File: src/rtl/pidaw_pkg.sv
// ----------------------------------------------------------------------------
// pidaw_pkg
// Shared types, constants and saturation helpers for the PID controller with
// integral clamp.
// ----------------------------------------------------------------------------
package pidaw_pkg;

    localparam int DATA_W     = 16;
    localparam int ERR_W      = DATA_W + 1;
    localparam int DIFF_W     = DATA_W + 2;
    localparam int FRAC_W     = 8;
    localparam int LIM_W      = DATA_W + FRAC_W;
    localparam int TERM_W     = 32;
    localparam int WIDE_W     = TERM_W + 2;
    localparam int ITERM_W    = 25;
    localparam int PADDR_W    = 5;
    localparam int PDATA_W    = 32;
    localparam int REG_IDX_W  = 3;

    // Register index, taken from the word address of the configuration port.
    typedef enum logic [REG_IDX_W-1:0] {
        REG_GAIN_P   = 3'd0,
        REG_GAIN_I   = 3'd1,
        REG_GAIN_D   = 3'd2,
        REG_SETPOINT = 3'd3,
        REG_OUT_MAX  = 3'd4,
        REG_OUT_MIN  = 3'd5
    } reg_idx_t;

    typedef struct packed {
        logic signed [DATA_W-1:0] gain_p;
        logic signed [DATA_W-1:0] gain_i;
        logic signed [DATA_W-1:0] gain_d;
        logic signed [DATA_W-1:0] setpoint;
        logic signed [DATA_W-1:0] out_max;
        logic signed [DATA_W-1:0] out_min;
    } cfg_t;

    // Stage from the product register to the clamp stage.
    typedef struct packed {
        logic                     valid;
        logic signed [TERM_W-1:0] p_term;
        logic signed [TERM_W:0]   i_prod;
        logic signed [TERM_W-1:0] d_term;
    } prod_t;

    function automatic logic signed [TERM_W-1:0] sat_s32(input logic signed [WIDE_W-1:0] v);
        logic signed [TERM_W-1:0] r;
        if ((v[WIDE_W-1:TERM_W-1] == '0) || (v[WIDE_W-1:TERM_W-1] == '1))
        begin
            r = v[TERM_W-1:0];
        end
        else if (v[WIDE_W-1])
        begin
            r = {1'b1, {(TERM_W-1){1'b0}}};
        end
        else
        begin
            r = {1'b0, {(TERM_W-1){1'b1}}};
        end
        return r;
    endfunction

    function automatic logic signed [ITERM_W-1:0] sat_s25(input logic signed [TERM_W-1:0] v);
        logic signed [ITERM_W-1:0] r;
        if ((v[TERM_W-1:ITERM_W-1] == '0) || (v[TERM_W-1:ITERM_W-1] == '1))
        begin
            r = v[ITERM_W-1:0];
        end
        else if (v[TERM_W-1])
        begin
            r = {1'b1, {(ITERM_W-1){1'b0}}};
        end
        else
        begin
            r = {1'b0, {(ITERM_W-1){1'b1}}};
        end
        return r;
    endfunction

endpackage

File: src/rtl/pidaw_if.sv
// ----------------------------------------------------------------------------
// pidaw_if
// Valid/ready channels for measurement beats in and drive beats out.
// ----------------------------------------------------------------------------
interface pidaw_in_if;
    logic               valid;
    logic               ready;
    logic signed [15:0] measurement;

    modport source (output valid, output measurement, input ready);
    modport sink   (input valid, input measurement, output ready);
endinterface

interface pidaw_out_if;
    logic               valid;
    logic               ready;
    logic signed [15:0] drive;
    logic signed [31:0] p_term;
    logic signed [24:0] i_term;
    logic signed [31:0] d_term;

    modport source (output valid, output drive, output p_term, output i_term,
                    output d_term, input ready);
    modport sink   (input valid, input drive, input p_term, input i_term,
                    input d_term, output ready);
endinterface

File: src/rtl/pidaw_regs.sv
// ----------------------------------------------------------------------------
// pidaw_regs
// APB-style configuration registers: gains, setpoint and output limits.
// ----------------------------------------------------------------------------
module pidaw_regs
    import pidaw_pkg::*;
(
    input  logic               clk,
    input  logic               rst_n,
    input  logic               psel,
    input  logic               penable,
    input  logic               pwrite,
    input  logic [PADDR_W-1:0] paddr,
    input  logic [PDATA_W-1:0] pwdata,
    output logic [PDATA_W-1:0] prdata,
    output logic               pready,
    output cfg_t               cfg
);

    cfg_t                     cfg_reg;
    cfg_t                     cfg_next;
    reg_idx_t                 idx;
    logic                     wr_en;
    logic signed [DATA_W-1:0] wr_val;
    logic signed [DATA_W-1:0] rd_val;

    assign pready = 1'b1;
    assign idx    = reg_idx_t'(paddr[PADDR_W-1:2]);
    assign wr_en  = psel && penable && pwrite && pready;
    assign wr_val = pwdata[DATA_W-1:0];

    always_comb
    begin
        cfg_next = cfg_reg;
        if (wr_en)
        begin
            unique case (idx)
                REG_GAIN_P:   cfg_next.gain_p   = wr_val;
                REG_GAIN_I:   cfg_next.gain_i   = wr_val;
                REG_GAIN_D:   cfg_next.gain_d   = wr_val;
                REG_SETPOINT: cfg_next.setpoint = wr_val;
                REG_OUT_MAX:  cfg_next.out_max  = wr_val;
                REG_OUT_MIN:  cfg_next.out_min  = wr_val;
                default:      cfg_next          = cfg_reg;
            endcase
        end
    end

    always_comb
    begin
        unique case (idx)
            REG_GAIN_P:   rd_val = cfg_reg.gain_p;
            REG_GAIN_I:   rd_val = cfg_reg.gain_i;
            REG_GAIN_D:   rd_val = cfg_reg.gain_d;
            REG_SETPOINT: rd_val = cfg_reg.setpoint;
            REG_OUT_MAX:  rd_val = cfg_reg.out_max;
            REG_OUT_MIN:  rd_val = cfg_reg.out_min;
            default:      rd_val = '0;
        endcase
    end

    assign prdata = PDATA_W'(rd_val);

    always_ff @(posedge clk or negedge rst_n)
    begin
        if (!rst_n)
        begin
            cfg_reg.gain_p   <= 16'sd256;
            cfg_reg.gain_i   <= '0;
            cfg_reg.gain_d   <= '0;
            cfg_reg.setpoint <= '0;
            cfg_reg.out_max  <= 16'sd32767;
            cfg_reg.out_min  <= '0;
        end
        else
        begin
            cfg_reg <= cfg_next;
        end
    end

    assign cfg = cfg_reg;

endmodule

File: src/rtl/pidaw_front.sv
// ----------------------------------------------------------------------------
// pidaw_front
// Error, error difference and the three gain products, registered.
// ----------------------------------------------------------------------------
module pidaw_front
    import pidaw_pkg::*;
(
    input  logic        clk,
    input  logic        rst_n,
    input  cfg_t        cfg,
    pidaw_in_if.sink    in_ch,
    input  logic        take,
    output prod_t       prod
);

    logic signed [DATA_W-1:0]  target;
    logic signed [ERR_W-1:0]   err;
    logic signed [DIFF_W-1:0]  diff;
    logic signed [TERM_W:0]    p_raw;
    logic signed [TERM_W:0]    i_raw;
    logic signed [WIDE_W-1:0]  d_raw;
    logic                      free;
    logic                      accept;

    logic                      seeded_reg;
    logic                      seeded_next;
    logic signed [ERR_W-1:0]   prev_err_reg;
    logic signed [ERR_W-1:0]   prev_err_next;
    logic                      valid_reg;
    logic                      valid_next;
    logic signed [TERM_W-1:0]  p_term_reg;
    logic signed [TERM_W-1:0]  p_term_next;
    logic signed [TERM_W:0]    i_prod_reg;
    logic signed [TERM_W:0]    i_prod_next;
    logic signed [TERM_W-1:0]  d_term_reg;
    logic signed [TERM_W-1:0]  d_term_next;

    assign free        = !valid_reg || take;
    assign in_ch.ready = free;
    assign accept      = in_ch.valid && free;

    // With inverted limits, a setpoint above out_max gets out_max, else out_min.
    always_comb
    begin
        if (cfg.setpoint > cfg.out_max)
        begin
            target = cfg.out_max;
        end
        else if (cfg.setpoint < cfg.out_min)
        begin
            target = cfg.out_min;
        end
        else
        begin
            target = cfg.setpoint;
        end
    end

    assign err = ERR_W'(target) - ERR_W'(in_ch.measurement);

    // The first beat after reset seeds the previous error, so its difference is zero.
    assign diff  = seeded_reg ? (DIFF_W'(err) - DIFF_W'(prev_err_reg)) : '0;
    assign p_raw = (TERM_W+1)'(cfg.gain_p) * (TERM_W+1)'(err);
    assign i_raw = (TERM_W+1)'(cfg.gain_i) * (TERM_W+1)'(err);
    assign d_raw = WIDE_W'(cfg.gain_d) * WIDE_W'(diff);

    always_comb
    begin
        seeded_next   = seeded_reg;
        prev_err_next = prev_err_reg;
        valid_next    = valid_reg;
        p_term_next   = p_term_reg;
        i_prod_next   = i_prod_reg;
        d_term_next   = d_term_reg;
        if (take)
        begin
            valid_next = 1'b0;
        end
        if (accept)
        begin
            seeded_next   = 1'b1;
            prev_err_next = err;
            valid_next    = 1'b1;
            p_term_next   = sat_s32(WIDE_W'(p_raw));
            i_prod_next   = i_raw;
            d_term_next   = sat_s32(d_raw);
        end
    end

    always_ff @(posedge clk or negedge rst_n)
    begin
        if (!rst_n)
        begin
            seeded_reg   <= 1'b0;
            prev_err_reg <= '0;
            valid_reg    <= 1'b0;
        end
        else
        begin
            seeded_reg   <= seeded_next;
            prev_err_reg <= prev_err_next;
            valid_reg    <= valid_next;
        end
    end

    always_ff @(posedge clk)
    begin
        p_term_reg <= p_term_next;
        i_prod_reg <= i_prod_next;
        d_term_reg <= d_term_next;
    end

    assign prod.valid  = valid_reg;
    assign prod.p_term = p_term_reg;
    assign prod.i_prod = i_prod_reg;
    assign prod.d_term = d_term_reg;

endmodule

File: src/rtl/pidaw_back.sv
// ----------------------------------------------------------------------------
// pidaw_back
// Integral update with anti-windup clamp, output sum and limit, and the
// result register.
// ----------------------------------------------------------------------------
module pidaw_back
    import pidaw_pkg::*;
(
    input  logic         clk,
    input  logic         rst_n,
    input  cfg_t         cfg,
    input  prod_t        prod,
    output logic         take,
    pidaw_out_if.source  out_ch
);

    logic signed [LIM_W-1:0]   max_q;
    logic signed [LIM_W-1:0]   min_q;
    logic signed [TERM_W-1:0]  acc_sat;
    logic signed [WIDE_W-1:0]  hi_raw;
    logic signed [WIDE_W-1:0]  lo_raw;
    logic signed [WIDE_W-1:0]  hi_c;
    logic signed [WIDE_W-1:0]  lo_c;
    logic signed [TERM_W-1:0]  acc_new;
    logic signed [WIDE_W-1:0]  sum;
    logic signed [LIM_W-1:0]   lim;

    logic signed [TERM_W-1:0]  int_acc_reg;
    logic signed [TERM_W-1:0]  int_acc_next;
    logic                      out_valid_reg;
    logic                      out_valid_next;
    logic signed [DATA_W-1:0]  drive_reg;
    logic signed [DATA_W-1:0]  drive_next;
    logic signed [TERM_W-1:0]  p_term_reg;
    logic signed [TERM_W-1:0]  p_term_next;
    logic signed [ITERM_W-1:0] i_term_reg;
    logic signed [ITERM_W-1:0] i_term_next;
    logic signed [TERM_W-1:0]  d_term_reg;
    logic signed [TERM_W-1:0]  d_term_next;

    assign take  = prod.valid && (!out_valid_reg || out_ch.ready);
    assign max_q = $signed({cfg.out_max, {FRAC_W{1'b0}}});
    assign min_q = $signed({cfg.out_min, {FRAC_W{1'b0}}});

    assign acc_sat = sat_s32(WIDE_W'(int_acc_reg) + WIDE_W'(prod.i_prod));
    assign hi_raw  = WIDE_W'(max_q) - WIDE_W'(prod.p_term);
    assign lo_raw  = WIDE_W'(min_q) - WIDE_W'(prod.p_term);
    assign hi_c    = hi_raw[WIDE_W-1] ? '0 : hi_raw;
    assign lo_c    = (!lo_raw[WIDE_W-1] && (lo_raw != '0)) ? '0 : lo_raw;

    // The window always holds zero, and a clamped value never leaves the
    // 32-bit range since it only moves toward zero from the saturated sum.
    always_comb
    begin
        if (WIDE_W'(acc_sat) > hi_c)
        begin
            acc_new = hi_c[TERM_W-1:0];
        end
        else if (WIDE_W'(acc_sat) < lo_c)
        begin
            acc_new = lo_c[TERM_W-1:0];
        end
        else
        begin
            acc_new = acc_sat;
        end
    end

    assign sum = WIDE_W'(prod.p_term) + WIDE_W'(acc_new) + WIDE_W'(prod.d_term);

    always_comb
    begin
        if (sum > WIDE_W'(max_q))
        begin
            lim = max_q;
        end
        else if (sum < WIDE_W'(min_q))
        begin
            lim = min_q;
        end
        else
        begin
            lim = sum[LIM_W-1:0];
        end
    end

    always_comb
    begin
        int_acc_next   = int_acc_reg;
        out_valid_next = out_valid_reg;
        drive_next     = drive_reg;
        p_term_next    = p_term_reg;
        i_term_next    = i_term_reg;
        d_term_next    = d_term_reg;
        if (out_valid_reg && out_ch.ready)
        begin
            out_valid_next = 1'b0;
        end
        if (take)
        begin
            int_acc_next   = acc_new;
            out_valid_next = 1'b1;
            drive_next     = lim[LIM_W-1:FRAC_W];
            p_term_next    = prod.p_term;
            i_term_next    = sat_s25(acc_new);
            d_term_next    = prod.d_term;
        end
    end

    always_ff @(posedge clk or negedge rst_n)
    begin
        if (!rst_n)
        begin
            int_acc_reg   <= '0;
            out_valid_reg <= 1'b0;
        end
        else
        begin
            int_acc_reg   <= int_acc_next;
            out_valid_reg <= out_valid_next;
        end
    end

    always_ff @(posedge clk)
    begin
        drive_reg  <= drive_next;
        p_term_reg <= p_term_next;
        i_term_reg <= i_term_next;
        d_term_reg <= d_term_next;
    end

    assign out_ch.valid  = out_valid_reg;
    assign out_ch.drive  = drive_reg;
    assign out_ch.p_term = p_term_reg;
    assign out_ch.i_term = i_term_reg;
    assign out_ch.d_term = d_term_reg;

    a_take_loads: assert property (@(posedge clk) disable iff (!rst_n)
        take |=> out_valid_reg)
        else $error("result register not loaded after a beat was taken");

    a_int_window: assert property (@(posedge clk) disable iff (!rst_n)
        take |-> ((WIDE_W'(acc_new) <= hi_c) && (WIDE_W'(acc_new) >= lo_c)))
        else $error("integral left its anti-windup window");

    a_drive_limits: assert property (@(posedge clk) disable iff (!rst_n)
        (take && (cfg.out_max >= cfg.out_min)) |=>
        ((drive_reg <= $past(cfg.out_max)) && (drive_reg >= $past(cfg.out_min))))
        else $error("drive outside the output limits");

endmodule

File: src/rtl/pid_controller_antiwindup_core.sv
// ----------------------------------------------------------------------------
// pid_controller_antiwindup_core
// Path: a taken beat passes the product register, then the result register.
// Throughput: one beat per cycle unless out_ch stalls; the product register and
// the result register are a two-stage pipeline; the integral loops in stage two.
// Reset: clears the pipeline, the integral and the seed flag, and loads the
// register defaults; no clearing pass is needed.
// ----------------------------------------------------------------------------
module pid_controller_antiwindup_core
    import pidaw_pkg::*;
(
    input  logic               clk,
    input  logic               rst_n,
    input  logic               psel,
    input  logic               penable,
    input  logic               pwrite,
    input  logic [PADDR_W-1:0] paddr,
    input  logic [PDATA_W-1:0] pwdata,
    output logic [PDATA_W-1:0] prdata,
    output logic               pready,
    pidaw_in_if.sink           in_ch,
    pidaw_out_if.source        out_ch
);

    cfg_t  cfg;
    prod_t prod;
    logic  take;

    pidaw_regs u_regs (
        .clk     (clk),
        .rst_n   (rst_n),
        .psel    (psel),
        .penable (penable),
        .pwrite  (pwrite),
        .paddr   (paddr),
        .pwdata  (pwdata),
        .prdata  (prdata),
        .pready  (pready),
        .cfg     (cfg)
    );

    pidaw_front u_front (
        .clk   (clk),
        .rst_n (rst_n),
        .cfg   (cfg),
        .in_ch (in_ch),
        .take  (take),
        .prod  (prod)
    );

    pidaw_back u_back (
        .clk    (clk),
        .rst_n  (rst_n),
        .cfg    (cfg),
        .prod   (prod),
        .take   (take),
        .out_ch (out_ch)
    );

endmodule
File: src/flat_wrapper.sv
// flat-port wrapper written by rule: the top's interface ports become plain ports
module pid_controller_antiwindup_core_flat import pidaw_pkg::*;
  (clk, rst_n, psel, penable, pwrite, paddr, pwdata, prdata, pready, in_ch_valid, in_ch_measurement, in_ch_ready, out_ch_valid, out_ch_drive, out_ch_p_term, out_ch_i_term, out_ch_d_term, out_ch_ready);
  pidaw_in_if in_ch_i ();
  pidaw_out_if out_ch_i ();
  input  logic clk;
  input  logic rst_n;
  input  logic psel;
  input  logic penable;
  input  logic pwrite;
  input  logic [PADDR_W-1:0] paddr;
  input  logic [PDATA_W-1:0] pwdata;
  output logic [PDATA_W-1:0] prdata;
  output logic pready;
  input wire logic [$bits(in_ch_i.valid)-1:0] in_ch_valid;
  input wire logic [$bits(in_ch_i.measurement)-1:0] in_ch_measurement;
  output wire logic [$bits(in_ch_i.ready)-1:0] in_ch_ready;
  output wire logic [$bits(out_ch_i.valid)-1:0] out_ch_valid;
  output wire logic [$bits(out_ch_i.drive)-1:0] out_ch_drive;
  output wire logic [$bits(out_ch_i.p_term)-1:0] out_ch_p_term;
  output wire logic [$bits(out_ch_i.i_term)-1:0] out_ch_i_term;
  output wire logic [$bits(out_ch_i.d_term)-1:0] out_ch_d_term;
  input wire logic [$bits(out_ch_i.ready)-1:0] out_ch_ready;
  assign in_ch_i.valid = in_ch_valid;
  assign in_ch_i.measurement = in_ch_measurement;
  assign in_ch_ready = in_ch_i.ready;
  assign out_ch_valid = out_ch_i.valid;
  assign out_ch_drive = out_ch_i.drive;
  assign out_ch_p_term = out_ch_i.p_term;
  assign out_ch_i_term = out_ch_i.i_term;
  assign out_ch_d_term = out_ch_i.d_term;
  assign out_ch_i.ready = out_ch_ready;
  pid_controller_antiwindup_core u_core (.clk(clk), .rst_n(rst_n), .psel(psel), .penable(penable), .pwrite(pwrite), .paddr(paddr), .pwdata(pwdata), .prdata(prdata), .pready(pready), .in_ch(in_ch_i), .out_ch(out_ch_i));
endmodule
File: config.mk
export PLATFORM = sky130hd
export DESIGN_NAME = pid_controller_antiwindup_core_flat
export DESIGN_NICKNAME = d
export VERILOG_FILES = /design/src/rtl/pidaw_pkg.sv /design/src/rtl/pidaw_if.sv /design/src/rtl/pidaw_regs.sv /design/src/rtl/pidaw_front.sv /design/src/rtl/pidaw_back.sv /design/src/rtl/pid_controller_antiwindup_core.sv /design/src/flat_wrapper.sv
export SDC_FILE = /design/constraint.sdc
export NUM_CORES = 2
export LEC_CHECK = 0
export BUFFER_PORTS_ARGS = -buffer_cell sky130_fd_sc_hd__buf_2
export CAP_MARGIN = 15
export CORE_MARGIN = 1.5
export CORE_UTILIZATION = 66
export CTS_BUF_LIST = sky130_fd_sc_hd__clkbuf_8
export DETAILED_ROUTE_END_ITERATION = 8
export GPL_ROUTABILITY_DRIVEN = 0
export PLACE_DENSITY = 0.84
export SLEW_MARGIN = 25
export SYNTH_ARGS = -nofsm -noshare
export SYNTH_HDL_FRONTEND = slang
export SYNTH_SLANG_ARGS = --single-unit
File: constraint.sdc
create_clock -name clk -period 20.3 [get_ports clk]
set_input_delay 4.06 -clock clk [delete_from_list [all_inputs] [get_ports clk]]
set_output_delay 4.06 -clock clk [all_outputs]
set_load 0.005 [all_outputs]
==> impl_metrics.xml <==
<?xml version="1.0" encoding="UTF-8"?>
<metrics>
  <group name="outcome">
    <metric name="status" unit="">complete, no violations</metric>
  </group>
  <group name="grt">
    <metric name="grt_pass1_vias" unit="">48600</metric>
    <metric name="grt_pass1_wl" unit="µm">270000</metric>
    <metric name="number_of_antenna_violations_at_the_first_check_in_global_routing" unit="">24</metric>
    <metric name="track_usage" unit="">0.397</metric>
    <metric name="grt_start_max_net_pins" unit="">85</metric>
    <metric name="overflow" unit="">0</metric>
  </group>
  <group name="clock_tree">
    <metric name="cts-htree-levels" unit="">2</metric>
    <metric name="cts_buffers" unit="">56</metric>
    <metric name="cts-root-to-sink-buffers" unit="">3</metric>
    <metric name="cts_resized" unit="">0</metric>
    <metric name="clk_transition_reported_paths" unit="ps">60</metric>
    <metric name="clockRootBuffer" unit="">sky130_fd_sc_hd__clkbuf_8</metric>
    <metric name="insertion_delay" unit="ps">760</metric>
    <metric name="cts_setup_buffers" unit="">0</metric>
    <metric name="tritoncts_clock_tree" unit="">yes</metric>
    <metric name="clock-sinks" unit="">350</metric>
    <metric name="post_cts_hold_buffer_count" unit="">0</metric>
  </group>
  <group name="synthesis">
    <metric name="synthDistinctLibCells" unit="">98</metric>
    <metric name="post_synthesis_average_cell_area" unit="µm²">9.22</metric>
    <metric name="ys.flop_type" unit="">sky130_fd_sc_hd__edfxtp_1</metric>
    <metric name="mappedNetlistNets" unit="">7755</metric>
    <metric name="async_reset_ff_frac" unit="">0.423</metric>
    <metric name="syn-cell-area" unit="mm²">0.0579</metric>
    <metric name="yosys_warnings" unit="">0</metric>
    <metric name="synth_cells" unit="">6277</metric>
    <metric name="synth.yosys.seq_area_share" unit="">0.169</metric>
    <metric name="number_of_synthesized_flops_with_an_enable_pin" unit="">202</metric>
    <metric name="ys_seq_elements" unit="">350</metric>
  </group>
  <group name="route">
    <metric name="postRouteAntennaNets" unit="">0</metric>
    <metric name="drc_errors" unit="">0</metric>
    <metric name="wl_per_cell" unit="µm">23.3</metric>
    <metric name="detail_route.vias_per_cell" unit="">6.31</metric>
    <metric name="pre_repair_dr_iteration_count" unit="">8</metric>
    <metric name="via_count" unit="">47500</metric>
    <metric name="detail_route.wirelength" unit="µm">176000</metric>
    <metric name="detail_route.iter0.violations" unit="">5220</metric>
  </group>
  <group name="sta">
    <metric name="report.final.setup_viol" unit="">0</metric>
    <metric name="rsz0062_at_grt" unit="">no</metric>
    <metric name="final_period_minus_worst_setup_slack" unit="ps">17300</metric>
    <metric name="final_max_slew_violation_count" unit="">0</metric>
    <metric name="tns" unit="ps">0</metric>
    <metric name="relSlewSlack" unit="">0.215</metric>
    <metric name="timing.fmax" unit="MHz">57.8</metric>
    <metric name="fin_skew" unit="ps">78.6</metric>
    <metric name="post-route-period-util" unit="">0.852</metric>
    <metric name="slew_at_the_pin_with_the_worst_max_slew_slack" unit="ps">1140</metric>
    <metric name="finalHoldViolCount" unit="">0</metric>
    <metric name="hold_slack" unit="ps">457</metric>
  </group>
  <group name="finish">
    <metric name="design.final.nets" unit="">7789</metric>
    <metric name="flow.area_growth_from_synthesis" unit="%">5.45</metric>
    <metric name="total_area_of_multi_input_combinational_cells" unit="mm²">0.0429</metric>
    <metric name="drive_above_1_share" unit="">0.0809</metric>
    <metric name="largest_reg_flops" unit="">96</metric>
    <metric name="nFillCells" unit="">6291</metric>
    <metric name="area.sequential" unit="mm²">0.00979</metric>
    <metric name="instances_no_fill" unit="">7530</metric>
  </group>
  <group name="worst_setup_path">
    <metric name="worst-endpoint-arrival" unit="ps">17900</metric>
    <metric name="endpoint_class_of_the_critical_path" unit="">register</metric>
    <metric name="cp_max_fo" unit="">31</metric>
    <metric name="path_class" unit="">primary input to register</metric>
    <metric name="critPathSlowestCell" unit="">sky130_fd_sc_hd__a2111oi_0</metric>
    <metric name="critical-path-max-stage-delay" unit="ps">760</metric>
    <metric name="worst_ep_required_time" unit="ps">20900</metric>
    <metric name="cp-start-kind" unit="">primary input</metric>
  </group>
  <group name="floorplanning">
    <metric name="core-area" unit="mm²">0.0869</metric>
    <metric name="die-width" unit="µm">299</metric>
    <metric name="floorplan.initialDensity" unit="">0.666</metric>
    <metric name="die-area" unit="mm²">0.0895</metric>
    <metric name="die_y" unit="µm">299</metric>
    <metric name="row_count" unit="">108</metric>
    <metric name="number_of_top_level_pins" unit="">200</metric>
  </group>
  <group name="placed_design">
    <metric name="port_bufs" unit="">180</metric>
    <metric name="numPlacedInstances" unit="">7408</metric>
    <metric name="dp_hpwl" unit="µm">139000</metric>
  </group>
  <group name="worst_hold_path">
    <metric name="min_path_type" unit="">register to register</metric>
  </group>
  <group name="run">
    <metric name="max_cap_viol_count" unit="">0</metric>
  </group>
</metrics>
==> worst paths after layout <==
path / slack, ps / end / depth (start not counted) / start
max in group asynchronous: 15630 / u_core.u_front.seeded_reg$_DFFE_PN0P_ / 2 / rst_n
worst min register to register: 460 / u_core.u_back.out_ch.p_term[26]$_DFFE_PP_ / 0 / u_core.u_front.p_term_reg[26]$_DFFE_PP_
worst min-delay path: 460 / u_core.u_back.out_ch.p_term[26]$_DFFE_PP_ / 0 / u_core.u_front.p_term_reg[26]$_DFFE_PP_
min in group asynchronous: 3370 / u_core.u_back.int_acc_reg[11]$_DFFE_PN0P_ / 1 / rst_n
worst max-delay path: 3000 / u_core.u_front.d_term_reg[20]$_DFFE_PP_ / 45 / in_ch_measurement[0]
worst max register to register: 3060 / u_core.u_front.d_term_reg[20]$_DFFE_PP_ / 60 / u_core.u_regs.cfg[17]$_DFFE_PN1P_
==> layout by cell type, fill, tap and decap left out, types with 66 or more instances in the layout <==
cell type,netlist,final
sky130_fd_sc_hd__nor3_1,69,66
sky130_fd_sc_hd__a22oi_1,68,68
sky130_fd_sc_hd__nor2_1,221,211
sky130_fd_sc_hd__xnor2_1,173,172
sky130_fd_sc_hd__dfrtp_1,132,131
sky130_fd_sc_hd__fa_1,870,870
sky130_fd_sc_hd__nand2_1,738,738
sky130_fd_sc_hd__edfxtp_1,202,202
sky130_fd_sc_hd__nand3_1,77,77
sky130_fd_sc_hd__ha_1,548,548
sky130_fd_sc_hd__a21o_1,119,119
sky130_fd_sc_hd__nand2b_1,74,74
sky130_fd_sc_hd__nor2b_1,93,93
sky130_fd_sc_hd__inv_1,1129,1140
sky130_fd_sc_hd__mux2_2,77,77
sky130_fd_sc_hd__and2_1,235,235
sky130_fd_sc_hd__o21ai_0,231,230
sky130_fd_sc_hd__and3_1,115,115
sky130_fd_sc_hd__buf_4,19,66
sky130_fd_sc_hd__buf_2,13,179
sky130_fd_sc_hd__a21oi_1,228,226
==> routing by layer <==
layer | vias up | wire, µm | GRT usage
met1 | 23200 | 60400 | 0.480
met4 | 10 | 17000 | 0.312
li1 | 20400 | - | -
met2 | 3054 | 76300 | 0.596
met5 | - | 96 | 0
met3 | 884 | 21900 | 0.118
==> cells by family (layout without fill, tap and decap cells) <==
group | Yosys count | count (layout) | synth area share
fa+ha+maj | 1420 | 1420 | 0.420
other cells | 1 | 20 | 0.0000648
mux | 130 | 130 | 0.0241
flops | 350 | 350 | 0.169
xor+xnor | 237 | 237 | 0.0359
compound gates | 970 | 970 | 0.109
buf+inv | 1403 | 1482 | 0.0930
simple gates | 1766 | 1766 | 0.149
==> Yosys cell counts (all sizes together) (16+ instances only) <==
library cell  instances  area (µm²)
a211oi               34         260
a21boi               20         150
a21o                119         893
a21oi               229        1150
a22oi                68         510
a31oi                24         150
and2                235        1470
and3                115         719
buf                  45         287
clkbuf              226         848
dfrtp               132        3300
dfstp                16         420
edfxtp              202        6070
fa                  870       17400
ha                  548        6860
inv                1129        4240
mux2                 77         867
mux2i                53         531
nand2               739        2780
nand2b               74         463
nand3                77         385
nand4                42         269
nor2                221         830
nor2b                93         582
nor3                 71         372
o211ai               19         148
o21a                 47         353
o21ai               235        1180
o21bai               27         203
o31ai                18         140
or2                  19         119
or3                  21         136
xnor2               173        1520
xor2                 64         561
==> critical path, delay by kind of cell <==
| family | cells | cell delay (ps) |
|---|---|---|
| XOR/XNOR | 1 | 200 |
| adder cells (fa/ha/maj) | 10 | 4560 |
| buffers and inverters | 6 | 900 |
| multiplexers | 1 | 270 |
| AND/OR/NAND/NOR | 7 | 1200 |
| AO/OA/AOI/OAI | 20 | 6640 |
==> area by class of cell <==
class | count | share of cell area
multi-input cells | 4524 | 0.702
flip-flops and latches | 350 | 0.160
inverters | 1132 | 0.0697
well taps | 1155 | 0.0237
repair buffers | 247 | 0.0232
clock buffers | 64 | 0.0144
clock inverters | 39 | 0.00566
diodes | 19 | 0.000779
==> stage by stage <==
| stage | cell area [µm²] | utilization | setup slack, ps |
|---|---|---|---|
| floorplan | 57900 | - | 4610 |
| global placement | 59800 | 0.688 | 2740 |
| detailed placement | 59800 | 0.688 | 2650 |
| CTS | 61000 | 0.702 | 3350 |
| global route | 61000 | 0.702 | 2130 |
| finish | 61100 | 0.703 | 3000 |
Power is not shown: default switching activity piles up to over one toggle a cycle in this logic, so the estimate is an artifact.
